<file path="config.mk">
export PLATFORM = sky130hd
export DESIGN_NAME = three_rotor_scrambler
export DESIGN_NICKNAME = d
export VERILOG_FILES = /design/src/rtl/trs_pkg.sv /design/src/rtl/trs_pass.sv /design/src/rtl/trs_step.sv /design/src/rtl/three_rotor_scrambler.sv
export SDC_FILE = /design/constraint.sdc
export NUM_CORES = 1
export LEC_CHECK = 0
export ABC_AREA = 1
export BUFFER_PORTS_ARGS = -buffer_cell sky130_fd_sc_hd__buf_2
export CAP_MARGIN = 20
export CELL_PAD_IN_SITES_DETAIL_PLACEMENT = 0
export CELL_PAD_IN_SITES_GLOBAL_PLACEMENT = 1
export CORE_AREA = 4 4 248 250
export CTS_CLUSTER_DIAMETER = 30
export DETAILED_ROUTE_END_ITERATION = 7
export DIE_AREA = 0 0 252 254
export PLACE_DENSITY = 0.69
export SYNTH_ARGS = -nofsm -noshare
export SYNTH_HDL_FRONTEND = slang
export SYNTH_SLANG_ARGS = --single-unit
</file>
<file path="constraint.sdc">
create_clock -name clk -period 37.8 [get_ports clk]
set_input_delay 1.89 -clock clk [delete_from_list [all_inputs] [get_ports clk]]
set_output_delay 1.89 -clock clk [all_outputs]
set_load 0.01 [all_outputs]
</file>
<file path="src/rtl/trs_pkg.sv">
package trs_pkg;

	localparam int unsigned Alpha = 26;

	typedef logic [4:0] letter_t;
	typedef logic [2:0] wtype_t;

	typedef enum logic [1:0] {
		OP_STEP = 2'd0,
		OP_FWD  = 2'd1,
		OP_REV  = 2'd2,
		OP_LOAD = 2'd3
	} op_t;

	typedef enum logic [2:0] {
		CFG_LEFT_TYPE   = 3'd0,
		CFG_MIDDLE_TYPE = 3'd1,
		CFG_RIGHT_TYPE  = 3'd2,
		CFG_LEFT_RING   = 3'd3,
		CFG_MIDDLE_RING = 3'd4,
		CFG_RIGHT_RING  = 3'd5
	} cfg_idx_t;

	typedef struct packed {
		letter_t l;
		letter_t m;
		letter_t r;
	} pos_t;

	typedef struct packed {
		wtype_t  wtype;
		letter_t ring;
	} rotor_cfg_t;

	typedef logic [7:0][25:0][4:0] wtab_t;

	// Published wirings of wheels I..VIII
	localparam logic [8*26-1:0] WireStr [8] = '{
		"EKMFLGDQVZNTOWYHXUSPAIBRCJ",
		"AJDKSIRUXBLHWTMCQGZNPYFVOE",
		"BDFHJLCPRTXVZNYEIWGAKMUSQO",
		"ESOVPZJAYQUIRHXLNFTGKDCMWB",
		"VZBRGITYUPSDNHLXAWMJQOFECK",
		"JPGVOUMFYQBENHZRDKASXLICTW",
		"NZJHGRCXMYSWBOUFAIVLPEKQDT",
		"FKQHTLXOCBJSPDZRAMEWNIUYGV"
	};

	function automatic wtab_t build_fwd();
		wtab_t     tab;
		logic [7:0] ch;
		tab = '0;
		for (int t = 0; t < 8; t++) begin
			for (int i = 0; i < Alpha; i++) begin
				ch = WireStr[t][8*(Alpha-1-i) +: 8] - 8'd65;
				tab[t][i] = ch[4:0];
			end
		end
		return tab;
	endfunction

	localparam wtab_t WireFwd = build_fwd();

	function automatic wtab_t build_inv();
		wtab_t tab;
		tab = '0;
		for (int t = 0; t < 8; t++) begin
			for (int i = 0; i < Alpha; i++) begin
				tab[t][WireFwd[t][i]] = 5'(i);
			end
		end
		return tab;
	endfunction

	localparam wtab_t WireInv = build_inv();

	// Reduce any 5-bit code into 0..25
	function automatic letter_t red26(input letter_t a);
		return (a >= 5'd26) ? 5'(a - 5'd26) : a;
	endfunction

	function automatic letter_t add26(input letter_t a, input letter_t b);
		logic [5:0] s;
		s = {1'b0, a} + {1'b0, b};
		return (s >= 6'd26) ? 5'(s - 6'd26) : s[4:0];
	endfunction

	function automatic letter_t sub26(input letter_t a, input letter_t b);
		logic [5:0] s;
		s = (a >= b) ? ({1'b0, a} - {1'b0, b}) : ({1'b0, a} + 6'd26 - {1'b0, b});
		return s[4:0];
	endfunction

	function automatic logic at_notch(input wtype_t t, input letter_t p);
		logic hit;
		case (t)
			3'd0:    hit = (p == 5'd16);
			3'd1:    hit = (p == 5'd4);
			3'd2:    hit = (p == 5'd21);
			3'd3:    hit = (p == 5'd9);
			3'd4:    hit = (p == 5'd25);
			default: hit = (p == 5'd12) || (p == 5'd25);
		endcase
		return hit;
	endfunction

endpackage

</file>
<file path="src/rtl/trs_pass.sv">
// One rotor pass: y = tbl[x + d] - d, d = position - ring (mod 26)
module trs_pass (
	input  logic              rev,
	input  trs_pkg::wtype_t   wtype,
	input  trs_pkg::letter_t  d,
	input  trs_pkg::letter_t  x,
	output trs_pkg::letter_t  y
);

	trs_pkg::letter_t idx;
	trs_pkg::letter_t w;

	always_comb begin
		idx = trs_pkg::add26(x, d);
		w   = rev ? trs_pkg::WireInv[wtype][idx] : trs_pkg::WireFwd[wtype][idx];
		y   = trs_pkg::sub26(w, d);
	end

endmodule

</file>
<file path="src/rtl/trs_step.sv">
// Rotor stepping with double step of the middle rotor
module trs_step (
	input  trs_pkg::pos_t    pos,
	input  trs_pkg::wtype_t  middle_type,
	input  trs_pkg::wtype_t  right_type,
	output trs_pkg::pos_t    next
);

	logic mid_notch;
	logic right_notch;

	always_comb begin
		mid_notch   = trs_pkg::at_notch(middle_type, pos.m);
		right_notch = trs_pkg::at_notch(right_type, pos.r);
		next.l = mid_notch ? trs_pkg::add26(pos.l, 5'd1) : pos.l;
		next.m = (mid_notch || right_notch) ? trs_pkg::add26(pos.m, 5'd1) : pos.m;
		next.r = trs_pkg::add26(pos.r, 5'd1);
	end

endmodule

</file>
<file path="src/rtl/three_rotor_scrambler.sv">
// A request is accepted into the input register and then moves into the result register, where m_tvalid shows it.
// Throughput: one request per cycle while the output is not stalled; rotor mapping and stepping are combinational.
// With a result stalled at the output, the input register takes one more request, then holds.
// Reset (arst_n low, asynchronous): rotor positions to 0, wheel types to I, II, III,
// ring settings to 0, both pipeline stages emptied.
module three_rotor_scrambler (
	input  logic        clk,
	input  logic        arst_n,
	input  logic        s_tvalid,
	output logic        s_tready,
	input  logic [23:0] s_tdata,  // letter_in[4:0], load_left[9:5], load_middle[14:10],
	                              // load_right[19:15], zero fill
	input  logic [1:0]  s_tuser,  // op[1:0]
	output logic        m_tvalid,
	input  logic        m_tready,
	output logic [23:0] m_tdata,  // letter_out[4:0], left_pos_out[9:5],
	                              // middle_pos_out[14:10], right_pos_out[19:15], zero fill
	input  logic        cfg_we,
	input  logic [2:0]  cfg_index,
	input  logic [4:0]  cfg_data
);

	// Configuration registers
	trs_pkg::rotor_cfg_t cfg_l_q, cfg_m_q, cfg_r_q;

	// Rotor positions, always held in 0..25
	trs_pkg::pos_t pos_q;

	// Input stage
	logic              valid_s1;
	trs_pkg::op_t      op_s1;
	trs_pkg::letter_t  letter_s1;
	trs_pkg::pos_t     load_s1;

	// Result stage
	logic              valid_s2;
	trs_pkg::letter_t  letter_s2;
	trs_pkg::pos_t     pos_s2;

	logic              adv;

	// Move the held request into the result register when that register is free or drained
	assign adv      = valid_s1 && (!valid_s2 || m_tready);
	assign s_tready = !valid_s1 || adv;

	// Configuration writes; indexes past the register list are dropped
	always_ff @(posedge clk or negedge arst_n) begin
		if (!arst_n) begin
			cfg_l_q <= '{wtype: 3'd0, ring: 5'd0};
			cfg_m_q <= '{wtype: 3'd1, ring: 5'd0};
			cfg_r_q <= '{wtype: 3'd2, ring: 5'd0};
		end else if (cfg_we) begin
			case (trs_pkg::cfg_idx_t'(cfg_index))
				trs_pkg::CFG_LEFT_TYPE:   cfg_l_q.wtype <= cfg_data[2:0];
				trs_pkg::CFG_MIDDLE_TYPE: cfg_m_q.wtype <= cfg_data[2:0];
				trs_pkg::CFG_RIGHT_TYPE:  cfg_r_q.wtype <= cfg_data[2:0];
				trs_pkg::CFG_LEFT_RING:   cfg_l_q.ring  <= cfg_data;
				trs_pkg::CFG_MIDDLE_RING: cfg_m_q.ring  <= cfg_data;
				trs_pkg::CFG_RIGHT_RING:  cfg_r_q.ring  <= cfg_data;
				default: ;
			endcase
		end
	end

	// Input register: control
	always_ff @(posedge clk or negedge arst_n) begin
		if (!arst_n) begin
			valid_s1 <= 1'b0;
		end else if (s_tready) begin
			valid_s1 <= s_tvalid;
		end
	end

	// Input register: payload, reduced into the letter range on the way in
	always_ff @(posedge clk) begin
		if (s_tvalid && s_tready) begin
			op_s1     <= trs_pkg::op_t'(s_tuser);
			letter_s1 <= trs_pkg::red26(s_tdata[4:0]);
			load_s1.l <= trs_pkg::red26(s_tdata[9:5]);
			load_s1.m <= trs_pkg::red26(s_tdata[14:10]);
			load_s1.r <= trs_pkg::red26(s_tdata[19:15]);
		end
	end

	// Offset of each rotor: position minus ring setting, mod 26
	trs_pkg::letter_t d_l, d_m, d_r;
	assign d_l = trs_pkg::sub26(pos_q.l, trs_pkg::red26(cfg_l_q.ring));
	assign d_m = trs_pkg::sub26(pos_q.m, trs_pkg::red26(cfg_m_q.ring));
	assign d_r = trs_pkg::sub26(pos_q.r, trs_pkg::red26(cfg_r_q.ring));

	// Three passes in a chain; forward goes right, middle, left with the wiring,
	// reverse goes left, middle, right with the inverse wiring
	logic              rev;
	trs_pkg::wtype_t   t0, t2;
	trs_pkg::letter_t  o0, o2;
	trs_pkg::letter_t  x1, x2, x3;

	assign rev = (op_s1 == trs_pkg::OP_REV);
	assign t0  = rev ? cfg_l_q.wtype : cfg_r_q.wtype;
	assign o0  = rev ? d_l : d_r;
	assign t2  = rev ? cfg_r_q.wtype : cfg_l_q.wtype;
	assign o2  = rev ? d_r : d_l;

	trs_pass u_pass0 (.rev(rev), .wtype(t0),            .d(o0),  .x(letter_s1), .y(x1));
	trs_pass u_pass1 (.rev(rev), .wtype(cfg_m_q.wtype), .d(d_m), .x(x1),        .y(x2));
	trs_pass u_pass2 (.rev(rev), .wtype(t2),            .d(o2),  .x(x2),        .y(x3));

	// Stepping
	trs_pkg::pos_t stepped;

	trs_step u_step (
		.pos         (pos_q),
		.middle_type (cfg_m_q.wtype),
		.right_type  (cfg_r_q.wtype),
		.next        (stepped)
	);

	// Next positions and letter for the request in the input stage
	trs_pkg::pos_t    pos_nxt;
	trs_pkg::letter_t letter_nxt;

	always_comb begin
		pos_nxt    = pos_q;
		letter_nxt = '0;
		case (op_s1)
			trs_pkg::OP_STEP: pos_nxt    = stepped;
			trs_pkg::OP_FWD:  letter_nxt = x3;
			trs_pkg::OP_REV:  letter_nxt = x3;
			trs_pkg::OP_LOAD: pos_nxt    = load_s1;
			default:          pos_nxt    = pos_q;
		endcase
	end

	// Positions advance only as a request leaves the input stage, so requests see them in order
	always_ff @(posedge clk or negedge arst_n) begin
		if (!arst_n) begin
			pos_q <= '0;
		end else if (adv) begin
			pos_q <= pos_nxt;
		end
	end

	// Result register: control
	always_ff @(posedge clk or negedge arst_n) begin
		if (!arst_n) begin
			valid_s2 <= 1'b0;
		end else if (adv) begin
			valid_s2 <= 1'b1;
		end else if (m_tready) begin
			valid_s2 <= 1'b0;
		end
	end

	// Result register: payload
	always_ff @(posedge clk) begin
		if (adv) begin
			letter_s2 <= letter_nxt;
			pos_s2    <= pos_nxt;
		end
	end

	assign m_tvalid = valid_s2;
	assign m_tdata  = {4'd0, pos_s2.r, pos_s2.m, pos_s2.l, letter_s2};

	// Positions never leave the letter range
	a_pos_range: assert property (@(posedge clk) disable iff (!arst_n)
		pos_q.l < 5'd26 && pos_q.m < 5'd26 && pos_q.r < 5'd26)
		else $error("rotor position out of range");

	// A step always advances the right rotor by one
	a_right_step: assert property (@(posedge clk) disable iff (!arst_n)
		adv && op_s1 == trs_pkg::OP_STEP |=>
		pos_q.r == (($past(pos_q.r) == 5'd25) ? 5'd0 : $past(pos_q.r) + 5'd1))
		else $error("right rotor did not step");

	// Step and load requests give a zero letter
	a_zero_letter: assert property (@(posedge clk) disable iff (!arst_n)
		adv && (op_s1 == trs_pkg::OP_STEP || op_s1 == trs_pkg::OP_LOAD) |=>
		m_tdata[4:0] == 5'd0)
		else $error("letter not cleared for step or load");

	// A stalled result holds the input stage and the positions
	a_stall_hold: assert property (@(posedge clk) disable iff (!arst_n)
		valid_s1 && valid_s2 && !m_tready |=> valid_s1 && $stable(pos_q))
		else $error("input stage lost during output stall");

endmodule
</file>
**Yosys cells after proc, flatten, opt, wreduce, memory -nomap -nowiden**

Memories as Yosys holds them, arrays and structs flattened.
Cells that the tools add are included.

- Memories kept: 6
- Bits in read-only memories: 6,240
- Logic and storage cells: 188
- Register bits: 83
- Output and inout port bits: 26

- Add/sub/neg operators: 37
- Mux-type cells: 51
- Equal/unequal tests: 28
- $lt $le $gt $ge: 25
- Reductions and logical operators: 21

Memories:

| name | words | width | read ports | clocked after Yosys merged registers in | write ports | RTL line | text |
|---|---|---|---|---|---|---|---|
| (no name shown) | 8 | 130 | 1 | 0 | 0 | trs_pass.sv:15 | `w = rev ? trs_pkg::WireInv[wtype][idx] : trs_pkg::WireFwd[wtype][idx];` |
| (no name shown) | 8 | 130 | 1 | 0 | 0 | trs_pass.sv:15 |  |
| (no name shown) | 8 | 130 | 1 | 0 | 0 | trs_pass.sv:15 |  |
| (no name shown) | 8 | 130 | 1 | 0 | 0 | trs_pass.sv:15 |  |
| (no name shown) | 8 | 130 | 1 | 0 | 0 | trs_pass.sv:15 |  |
| (no name shown) | 8 | 130 | 1 | 0 | 0 | trs_pass.sv:15 |  |

Operator list:

| cell | count |
|---|---|
| $mux 130 | 6 |
| $mux 5 | 32 |
| $bmux 5 s5 | 6 |
| $sub 5x5->5 const B | 13 |
| $sub 5x5->5 | 12 |
| $ge 6x5->1 const B | 6 |
| $ge 5x5->1 const B | 7 |
| $add 5x5->5 const B | 6 |
| $eq 5x5->1 const B | 6 |
| $ge 5x5->1 | 6 |
| $pmux 15 s2 | 1 |
| $eq 5x4->1 const B | 4 |
| $add 5x1->6 const B | 3 |
| $add 5x5->6 | 3 |
| $eq 3x2->1 const B | 6 |
| $lt 5x6->1 const B | 3 |
| $eq 3x3->1 const B | 4 |
| $lt 3x4->1 const B | 3 |
| $reduce_and 2->1 | 6 |
| $eq 5x3->1 const B | 2 |
| $pmux 1 s5 | 2 |
| $eq 3x1->1 const B | 3 |
| $logic_not 3->1 | 3 |
| $mux 3 | 2 |
| 9 further kinds | 17 |

**Longest topological paths before layout**

Gate-level depths: netlist of the first run.

- Depth in word-level cells: 32
- Mapped depth: 98

**Cells and area by module**

From an unflattened synthesis of the first run, not the netlist that was laid out.

- Cell total of the unflattened synthesis: 3,184
- Area total of the unflattened synthesis: 18,818.0 sq um

Modules (own cells, without submodules):

| module | area each (sq um) | times used | cells each |
|---|---|---|---|
| three_rotor_scrambler | 5,271.3 | 1 | 622 |
| trs_pass (u_pass1) | 4,194.0 | 1 | 773 |
| trs_pass (u_pass0) | 4,172.8 | 1 | 809 |
| trs_pass (u_pass2) | 4,146.5 | 1 | 799 |
| trs_step | 1,033.5 | 1 | 181 |

**Worst setup path after synthesis of the first run**

No wires, ideal clock.

- Kind: reg2reg
- Start: reg cfg_l_q[1] in the netlist's numbering
- End: reg letter_s2[1] (data pin)
- Path buffers: 4
- Data required time: 37,541 ps
- Stages on the path, launching flop included: 90
- Library setup time: 259 ps
- Data arrival time: 12,303 ps
- Clock period less this slack: 12,562 ps
- Setup slack: 25,238 ps
- Path through: dfrtp_1 inv_1 ha_1 o22ai_2 nand2_1 xor2_1 inv_1 ha_1 inv_1 o21bai_1 nand2_1 nand2_1 nand2_1 nor2_1 nor2_2 o21ai_0 o21ai_1 inv_1 [... 54 more ...] nand2_1 o21ai_1 nand2_1 nand3_1 nand3_1 nand2_1 nand2_1 ha_1 a21oi_1 o31ai_1 inv_1 nor2_1 nor2_1 o21ai_0 a21oi_1 inv_1 o21ai_0 a21oi_1

- Word-level cells in the longest chain between the ends: 32
- Elaborated cells between the ends (all ways): 51
- Classes of those cells: add/sub: 18; order compare: 8; mux: 25

Ends and longest elaborated chain:

| what | RTL line | text |
|---|---|---|
| from (decl) | three_rotor_scrambler.sv:24 | `trs_pkg::rotor_cfg_t cfg_l_q, cfg_m_q, cfg_r_q;` |
| from (signal assigned) | three_rotor_scrambler.sv:49 | `cfg_l_q <= '{wtype: 3'd0, ring: 5'd0};` |
| $sub 5x5->5 / $ge 5x5->1 (equally long branches) | trs_pkg.sv:79 | `return (a >= 5'd26) ? 5'(a - 5'd26) : a;` |
| $mux 5 (*) | trs_pkg.sv:79 |  |
| $sub 5x5->5 / $ge 5x5->1 (equally long branches) | trs_pkg.sv:90 | `s = (a >= b) ? ({1'b0, a} - {1'b0, b}) : ({1'b0, a} + 6'd26 - {1'b0, b});` |
| $mux 5 (*) | trs_pkg.sv:90 |  |
| $mux 5 | three_rotor_scrambler.sv:100 | `assign o0 = rev ? d_l : d_r;` |
| $add 5x5->6 | trs_pkg.sv:84 | `s = {1'b0, a} + {1'b0, b};` |
| $sub 5x5->5 / $ge 6x5->1 (equally long branches) | trs_pkg.sv:85 | `return (s >= 6'd26) ? 5'(s - 6'd26) : s[4:0];` |
| $mux 5 | trs_pkg.sv:85 |  |
| [... 16 more ...] | n/a |  |
| $sub 5x5->5 / $ge 6x5->1 (equally long branches) | trs_pkg.sv:85 |  |
| $mux 5 | trs_pkg.sv:85 |  |
| $bmux 5 s5 | trs_pass.sv:15 |  |
| $mux 5 (not written as such) | trs_pass.sv:15 |  |
| $mux 5 | trs_pass.sv:15 |  |
| $add 5x5->5 | trs_pkg.sv:90 |  |
| $sub 5x5->5 | trs_pkg.sv:90 |  |
| $mux 5 (*) | trs_pkg.sv:90 |  |
| to (signal assigned) | three_rotor_scrambler.sv:157 | `letter_s2 <= letter_nxt;` |
| to (decl) | three_rotor_scrambler.sv:37 | `trs_pkg::letter_t letter_s2;` |

Every way passes the cells marked *; elsewhere a longest branch is shown, timed or not. The select of a mux whose other input is x is not followed.
A chain may end at the register's enable or synchronous reset.

**Final worst setup path of the first run**

- Start: reg cfg_l_q[1] in the netlist's numbering
- End: reg letter_s2[4] (data pin)

The elaborated chain is that of the path after synthesis.

==> results, run 1 <==
- The flow ran to the end, and the final reports show no timing, DRC or antenna violations.
- The total number of H-tree levels is 3.
- In this run, the number of DRC markers left after iteration 0 of detailed routing was 2460.
- TritonCTS built the clock tree.
- The critical path arrival is 17.58 ns.
- The slew at the pin closest to its max-slew limit is 0.980 ns.
- Of all nets on the critical path, the largest fanout is 57.
- Clock-pin slew was measured on the worst setup and hold paths at 0.07 ns.
- The number of clock sinks is 83.
- The highest layer touched by signal routing is met5.
- The number of standard-cell rows in the floorplan is 89.
- The launch point of the worst hold path is cfg_l_q[7].
- The startpoint of the most critical register-to-register path is cfg_l_q[1].
- The reported max-cap violation count is 0.
- Entering global routing, the biggest net connects 67 pins.
- The number of hold buffers added after CTS was 0.
- The floorplan step set the die width to 252 µm.
- The sequential area share after synthesis is 13.0%.
- After routing, the total negative slack on setup checks comes to 0 ns.
- After legalization and detailed placement, the total HPWL measured 52100 µm.
- For this configuration, the core starts out at a cell density of 29.9%.
- The initial antenna violation count was 4.
- The latest clock arrival within the worst-skew pair is 0.35 ns.
- The number of cells in the finished layout apart from fillers is 3767.
- Headroom to the max-slew limit came out at 34.0%.
- Summed over all nets, wire length on met3 after detailed routing comes to 6490 µm.
- The number of vias in the routed layout is 20367.
- Global routing finished with a remaining overflow of 0.
- Setup repair after global routing left no endpoint under its margin.
- The area of all placed cells without fillers is 18700 µm².
- The post-synthesis register bit count is 83.
- Across the routed clock network, the largest skew measured is 0.0107 ns.
- In this run the tool buffered the top-level ports with 56 buffer cells.
- The worst setup path is launched from a flip-flop.
- The total count of max-transition violations in the final report came to 0.
- The core outline area is 59000 µm².
- The floorplan step defined a die boundary enclosing 64000 µm².
- The average cell area after synthesis is 5.83 µm².
- The library cells used most frequently in the layout, excluding fill and tap cells, are nand2_1, nand3_1, inv_1, nor2_1, o21ai_0.
- Setup slack on the critical path of the routed design comes to 20.31 ns.
- The detail route stage leaves a number of antenna-violating nets equal to 0.
- During synthesis, Yosys emitted a total of 0 warnings.
- The wire length of the first global-routing pass is 109000 µm.
- The maximum root-to-sink buffer count is 2.
- Among all stages on the critical path, the largest delay is contributed by inv_2.
- The buffer type at the clock tree root is clkbuf_16.
- The average vias per placed instance is 5.41.
- The number of top-level pins is 65.
- Including well taps, the total number of placed cells is 3750.
- The smallest clock period supported by the final layout is computed as 17.49 ns.
- Among the stages of the critical path, the cell type that occurs most often is nand2_1.
- Leaving out fill and tap cells, the most frequent cell in the layout is nand2_1.
- From synthesis to final layout, the design area changed by 5.68%.
- The detailed router put a total of 30300 µm of wire on met1.
- At the worst endpoint, the required time is 37.89 ns.
- Global routing consumed, over all layers together, 21.2% of the routing resources.
- The critical path in this run is classified as flip-flop to flip-flop.
- In the finished design, the share of the clock period the worst path needs comes to 46.3%.
- Setup violations remaining at the end of the flow were counted as 0.
- The residual DRC count is 0.
- The number of instances resized during post-cts repair is 0.
- Based on the critical path, the design can be clocked at up to 0.0572 GHz.
- The detailed-router iteration count before antenna repair is 8.
- On the worst path, the slowest cell contributes a delay of 0.77 ns.
- Cells with a size suffix above 1 make up 6.18% of the layout.
- Prior to clock tree synthesis, the placed netlist has a worst setup slack of 20.47 ns.
- The worst setup path is captured at a flip-flop.
- Buffers inserted during clock tree synthesis total 9.
- The most used flip-flop cell after synthesis is edfxtp_1.
- The average wire per cell in the routed design is 18.7 µm.
- The floorplan die height is 254 µm.
- The netlist uses 58 different library cells.
- The most critical setup path has its startpoint at cfg_l_q[1].
- For this run, the post-layout net count is 3214.
- After clock tree synthesis, the setup repair step added 0 buffers.
- After synthesis the cells add up to 17700 µm².
- In this run, synthesis inferred 42 flip-flops with an integrated enable.
- The proportion of register bits with asynchronous set or reset after synthesis is 49.4%.
- The worst hold path belongs to the class flip-flop to flip-flop.
- The routability congestion estimate from global placement is 1.03.
- The routed design has 70400 µm of wire.
- The total cell area at the placement stage is 18300 µm².
- The count of final hold-check violations came to 0.
- The total length of routed met2 wires is 30300 µm.
- The via count of the first global-routing pass was 18732.
- Synthesis handed over a netlist of 3027 instances.
[synth_stat cells (all sizes together) (4+ instances only)]
| cell type | instances | area share [%] |
|---|---|---|
| o32ai | 5 | 0.25 |
| o21bai | 4 | 0.17 |
| edfxtp | 42 | 7.1 |
| a21oi | 137 | 3.9 |
| nor2 | 252 | 5.6 |
| nand4 | 14 | 0.50 |
| dfrtp | 39 | 5.5 |
| nand3b | 10 | 0.43 |
| xor2 | 45 | 2.4 |
| o21ai | 229 | 6.6 |
| fa | 24 | 2.7 |
| buf | 85 | 3.3 |
| nand2 | 868 | 19 |
| a32oi | 4 | 0.20 |
| nor3 | 14 | 0.40 |
| ha | 163 | 12 |
| o31ai | 10 | 0.43 |
| o211ai | 38 | 1.6 |
| xnor2 | 11 | 0.55 |
| nand3 | 466 | 13 |
| a31oi | 10 | 0.43 |
| a22oi | 15 | 0.64 |
| or2 | 11 | 0.39 |
| a21boi | 10 | 0.43 |
| inv | 401 | 8.5 |
| clkbuf | 46 | 0.98 |
| o22ai | 54 | 2.0 |
| a211oi | 6 | 0.26 |
[flip-flops by register name, indices dropped and copies added (netlist names)]
signal	flops
op_s1	2
m_tvalid	1
pos_q	15
cfg_m_q	8
load_s1	15
cfg_l_q	8
letter_s1	5
valid_s1	1
m_tdata	15
cfg_r_q	8
letter_s2	5
[path summary, 6_finish.rpt]
kind / endpoint / slack, ns / depth (start not counted)
setup / recovery: letter_s2[4] / 20.31 / 85
hold / removal: cfg_l_q[7] / 0.52 / 2
setup reg to reg: letter_s2[4] / 20.31 / 85
hold reg to reg: cfg_l_q[7] / 0.52 / 2
max in group asynchronous: pos_q[11] / 35.53 / 1
min in group asynchronous: valid_s1 / 1.66 / 1
[per-stage QoR]
| stage | hold slack [ns] | utilization (%) |
|---|---|---|
| detailed placement | 0.504 | 31.1 |
| global route | 0.541 | 31.6 |
| floorplan | 0.453 | - |
| finish | 0.521 | 31.6 |
| CTS | 0.522 | 31.6 |
| global placement | 0.474 | 31.1 |
[routing by layer]
metal / global-route usage [%] / vias to the layer above
met5: 0 / -
met4: 9.02 / 4
met3: 3.67 / 233
met2: 32.8 / 1116
met1: 29.1 / 9122
li1: - / 9892
[kinds of logic after synthesis]
family	share of synthesized area, %
compound gates	17.2
xor+xnor	2.93
fa+ha+maj	14.3
buf+inv	12.8
flops	13.0
mux	0.113
other cells	0.0212
simple gates	39.7
[worst max-delay path, delay by kind of cell, from the launching register on]
kind,cells,cell delay [ns]
simple gates,39,5.15
fa+ha+maj,8,2.88
xor+xnor,4,1.08
buf+inv,15,3.25
flops,1,0.42
compound gates,19,4.31
[cell type report]
type	instances	area (µm²)
antenna	1	2.50
clock buffer	9	225
clock inverter	7	87.6
fill	6769	40400
inverter	403	1520
multi-input combinational	2413	13100
sequential	83	2290
tap	773	967
timing repair buffer	78	445
Power of run 1 is not shown: default switching activity piles up to over one toggle a cycle in this logic, so the estimate is an artifact.
==> inputs of run 2 (changes only) <==
--- a/config.mk
+++ b/config.mk
@@ -14,7 +14,7 @@
 export CTS_CLUSTER_DIAMETER = 30
 export DETAILED_ROUTE_END_ITERATION = 7
 export DIE_AREA = 0 0 252 254
-export PLACE_DENSITY = 0.69
+export PLACE_DENSITY = 0.71
 export SYNTH_ARGS = -nofsm -noshare
 export SYNTH_HDL_FRONTEND = slang
 export SYNTH_SLANG_ARGS = --single-unit
==> constraint.sdc (replaced) <==
create_clock -name clk -period 15.3 [get_ports clk]
set_input_delay 0.765 -clock clk [delete_from_list [all_inputs] [get_ports clk]]
set_output_delay 0.765 -clock clk [all_outputs]
set_load 0.01 [all_outputs]
==> results, run 2 (synthesis gave the netlist of run 1 again) <==
- The total CTS buffers is 9 (unchanged).
- The critical path arrival is 14.29 ns (was 17.58 ns).
- The master of the slowest instance on the critical path is fa_1 (was inv_2).
- The detailed-router iteration count before antenna repair is 7 (was 8).
- The reported max-cap violation count is 0 (unchanged).
- The kind of end point of the critical path is a flip-flop (unchanged).
- The effective utilization at floorplan is 29.9% (unchanged).
- The endpoint required time on the critical path is 15.47 ns (was 37.89 ns).
- The clock tree from TritonCTS is built (unchanged).
- The slew at the pin closest to its max-slew limit is 1.04 ns (was 0.980 ns).
- The minimum clock period came to 14.13 ns (was 17.49 ns).
- The number of nets in the layout came to 3252 (was 3214).
- The overall routing resource usage is 21.1% (was 21.2%).
- The remaining antenna violation count is 0 (unchanged).
- The average wire per cell in the routed design is 18.6 µm (was 18.7 µm).
- The core outline area is 59000 µm² (unchanged).
- The delay of the slowest critical-path stage is 0.44 ns (was 0.77 ns).
- The fraction of layout cells with a size suffix above 1 is 7.92% (was 6.18%).
- The timing-limited maximum frequency is 0.0708 GHz (was 0.0572 GHz).
- The global routing usage on met3 is 3.33% (was 3.67%).
- The HPWL after detailed placement is 53900 µm (was 52100 µm).
- The max-slew headroom at the worst pin is 30.1% (was 34.0%).
- The largest fanout of any net on the critical path is 31 (was 57).
- The maximum number of pins on one net before global-route repair is 62 (was 67).
- The busiest layer in global routing is met2 (unchanged).
- The floorplan die area came to 64000 µm² (unchanged).
- The floorplan die height is 254 µm (unchanged).
- The area of all placed cells without fillers is 19200 µm² (was 18700 µm²).
- The maximum root-to-sink buffer count is 2 (unchanged).
- The initial antenna violation count came to 3 (was 4).
- The chip width is 252 µm (unchanged).
- The commonest non-fill, non-tap cell in the layout was nand2_1 (unchanged).
- The number of top-level pins is 65 (unchanged).
- The number of DRC markers after the initial detailed-route iteration came to 2837 (was 2460).
- The number of standard-cell rows in the floorplan is 89 (unchanged).
- The number of clock sinks is 83 (unchanged).
- The number of port buffers is 56 (unchanged).
- The total cell area at the placement stage is 18700 µm² (was 18300 µm²).
- The total count of max-transition violations in the final report is 0 (unchanged).
- The total length of routed wires is 70900 µm (was 70400 µm).
- The count of final hold-check violations is 0 (unchanged).
- The area added between synthesis and finish is 8.96% (was 5.68%).
- The buffer type at the clock tree root is clkbuf_16 (unchanged).
- The leftover overflow at the end of global routing is 0 (unchanged).
- The met2 usage in global routing was 33.0% (was 32.8%).
- The critical path class was flip-flop to flip-flop (unchanged).
- The path category of the worst min-delay check is flip-flop to flip-flop (unchanged).
- Highest-count cells in the layout ignoring fill and taps: nand2_1, nand3_1, inv_1, nor2_1, o21ai_0 (unchanged).
- The cell seen most often among critical-path stages is nand2_1 (unchanged).
- The latest clock arrival within the worst-skew pair is 0.35 ns (about the same).
- The clock slew at the register clock pins of the worst setup and hold paths was 0.07 ns (about the same).
- The wire length of the first global-routing pass was 109000 µm (about the same).
- The part of the cycle the worst path needs is 92.3% (was 46.3%).
- The total number of H-tree levels is 3 (unchanged).
- The average vias per placed instance is 5.44 (was 5.41).
- The via count of the first global-routing pass was 18883 (was 18732).
- The residual DRC count came to 0 (unchanged).
- The number of vias in the routed layout was 20712 (was 20367).
- The element type at the critical path start is a flip-flop (unchanged).
- The final-report setup violation count is 0 (unchanged).
- Run status: finished, final reports clean (unchanged).
- The layout filler cell count came to 6750 (was 6769).
- The worst clock skew was 0.00960 ns (was 0.0107 ns).
- The met1 usage was 28.7% (was 29.1%).
- The number of buffers added to fix hold violations after cts is 0 (unchanged).
- The routability congestion estimate from global placement is 1.01 (was 1.03).
## run 2: cell count changes in the layout (fill, tap and decap cells not counted), sizes merged
cell / previous run / this run
inv: 407 / 405
clkinv: 2 / 3
clkbuf: 9 / 11
clkinvlp: 0 / 1
buf: 78 / 115
bufinv: 1 / 0
## run 2: metal layers
metal | routed length [µm] | share of wire [%] | up-vias
li1 | - | - | 9964
met1 | 29500 | 42 | 9295
met2 | 30900 | 44 | 1194
met3 | 6730 | 9.5 | 255
met4 | 3760 | 5.3 | 4
met5 | 21 | 0.030 | -
## run 2: cell type report
cell class	count	area [µm²]	area share, %
Clock inverter	6	56.3	0.293
Timing Repair Buffer	116	911	4.73
Inverter	403	1520	7.89
Multi-Input combinational cell	2413	13300	68.9
Clock buffer	10	229	1.19
Tap cell	773	967	5.03
Antenna cell	1	2.50	0.0130
Sequential cell	83	2290	11.9
## run 2: final timing paths
check,cells after the start,from,end,slack [ns]
setup / recovery,90,cfg_l_q[1],letter_s2[2],1.17
hold / removal,2,cfg_l_q[5],cfg_l_q[5],0.49
setup reg to reg,90,cfg_l_q[1],letter_s2[2],1.17
hold reg to reg,2,cfg_l_q[5],cfg_l_q[5],0.49
max in group asynchronous,1,arst_n,cfg_l_q[1],14.09
min in group asynchronous,1,arst_n,m_tvalid,0.54
## run 2: worst max-delay path: cells and delay by family (launching register included)
family | cells | cell delay, ns
AO/OA/AOI/OAI | 20 | 3.27
XOR/XNOR | 2 | 0.37
adder cells (fa/ha/maj) | 10 | 3.20
buffers and inverters | 15 | 1.64
flip-flops | 1 | 0.42
AND/OR/NAND/NOR | 43 | 4.98
## run 2: repair_timing
item,CTS,global route
gates resized for setup,0,43
setup endpoints to repair,0,4
setup buffers,0,4
## run 2: stage by stage
step / setup TNS (ns) / hold slack, ns / worst slack, ns / instances / utilization [%]
CTS: 0 / 0.492 / 0.347 / 3799 / 32.2
finish: 0 / 0.493 / 1.17 / 3805 / 32.6
global route: -0.0973 / 0.516 / -0.0394 / 3804 / 32.6
floorplan: 0 / 0.453 / 2.74 / 3030 / -
global placement: 0 / 0.466 / 0.376 / 3783 / 31.7
detailed placement: 0 / 0.475 / 0.375 / 3783 / 31.7
Power of run 2 is left out for the same reason.
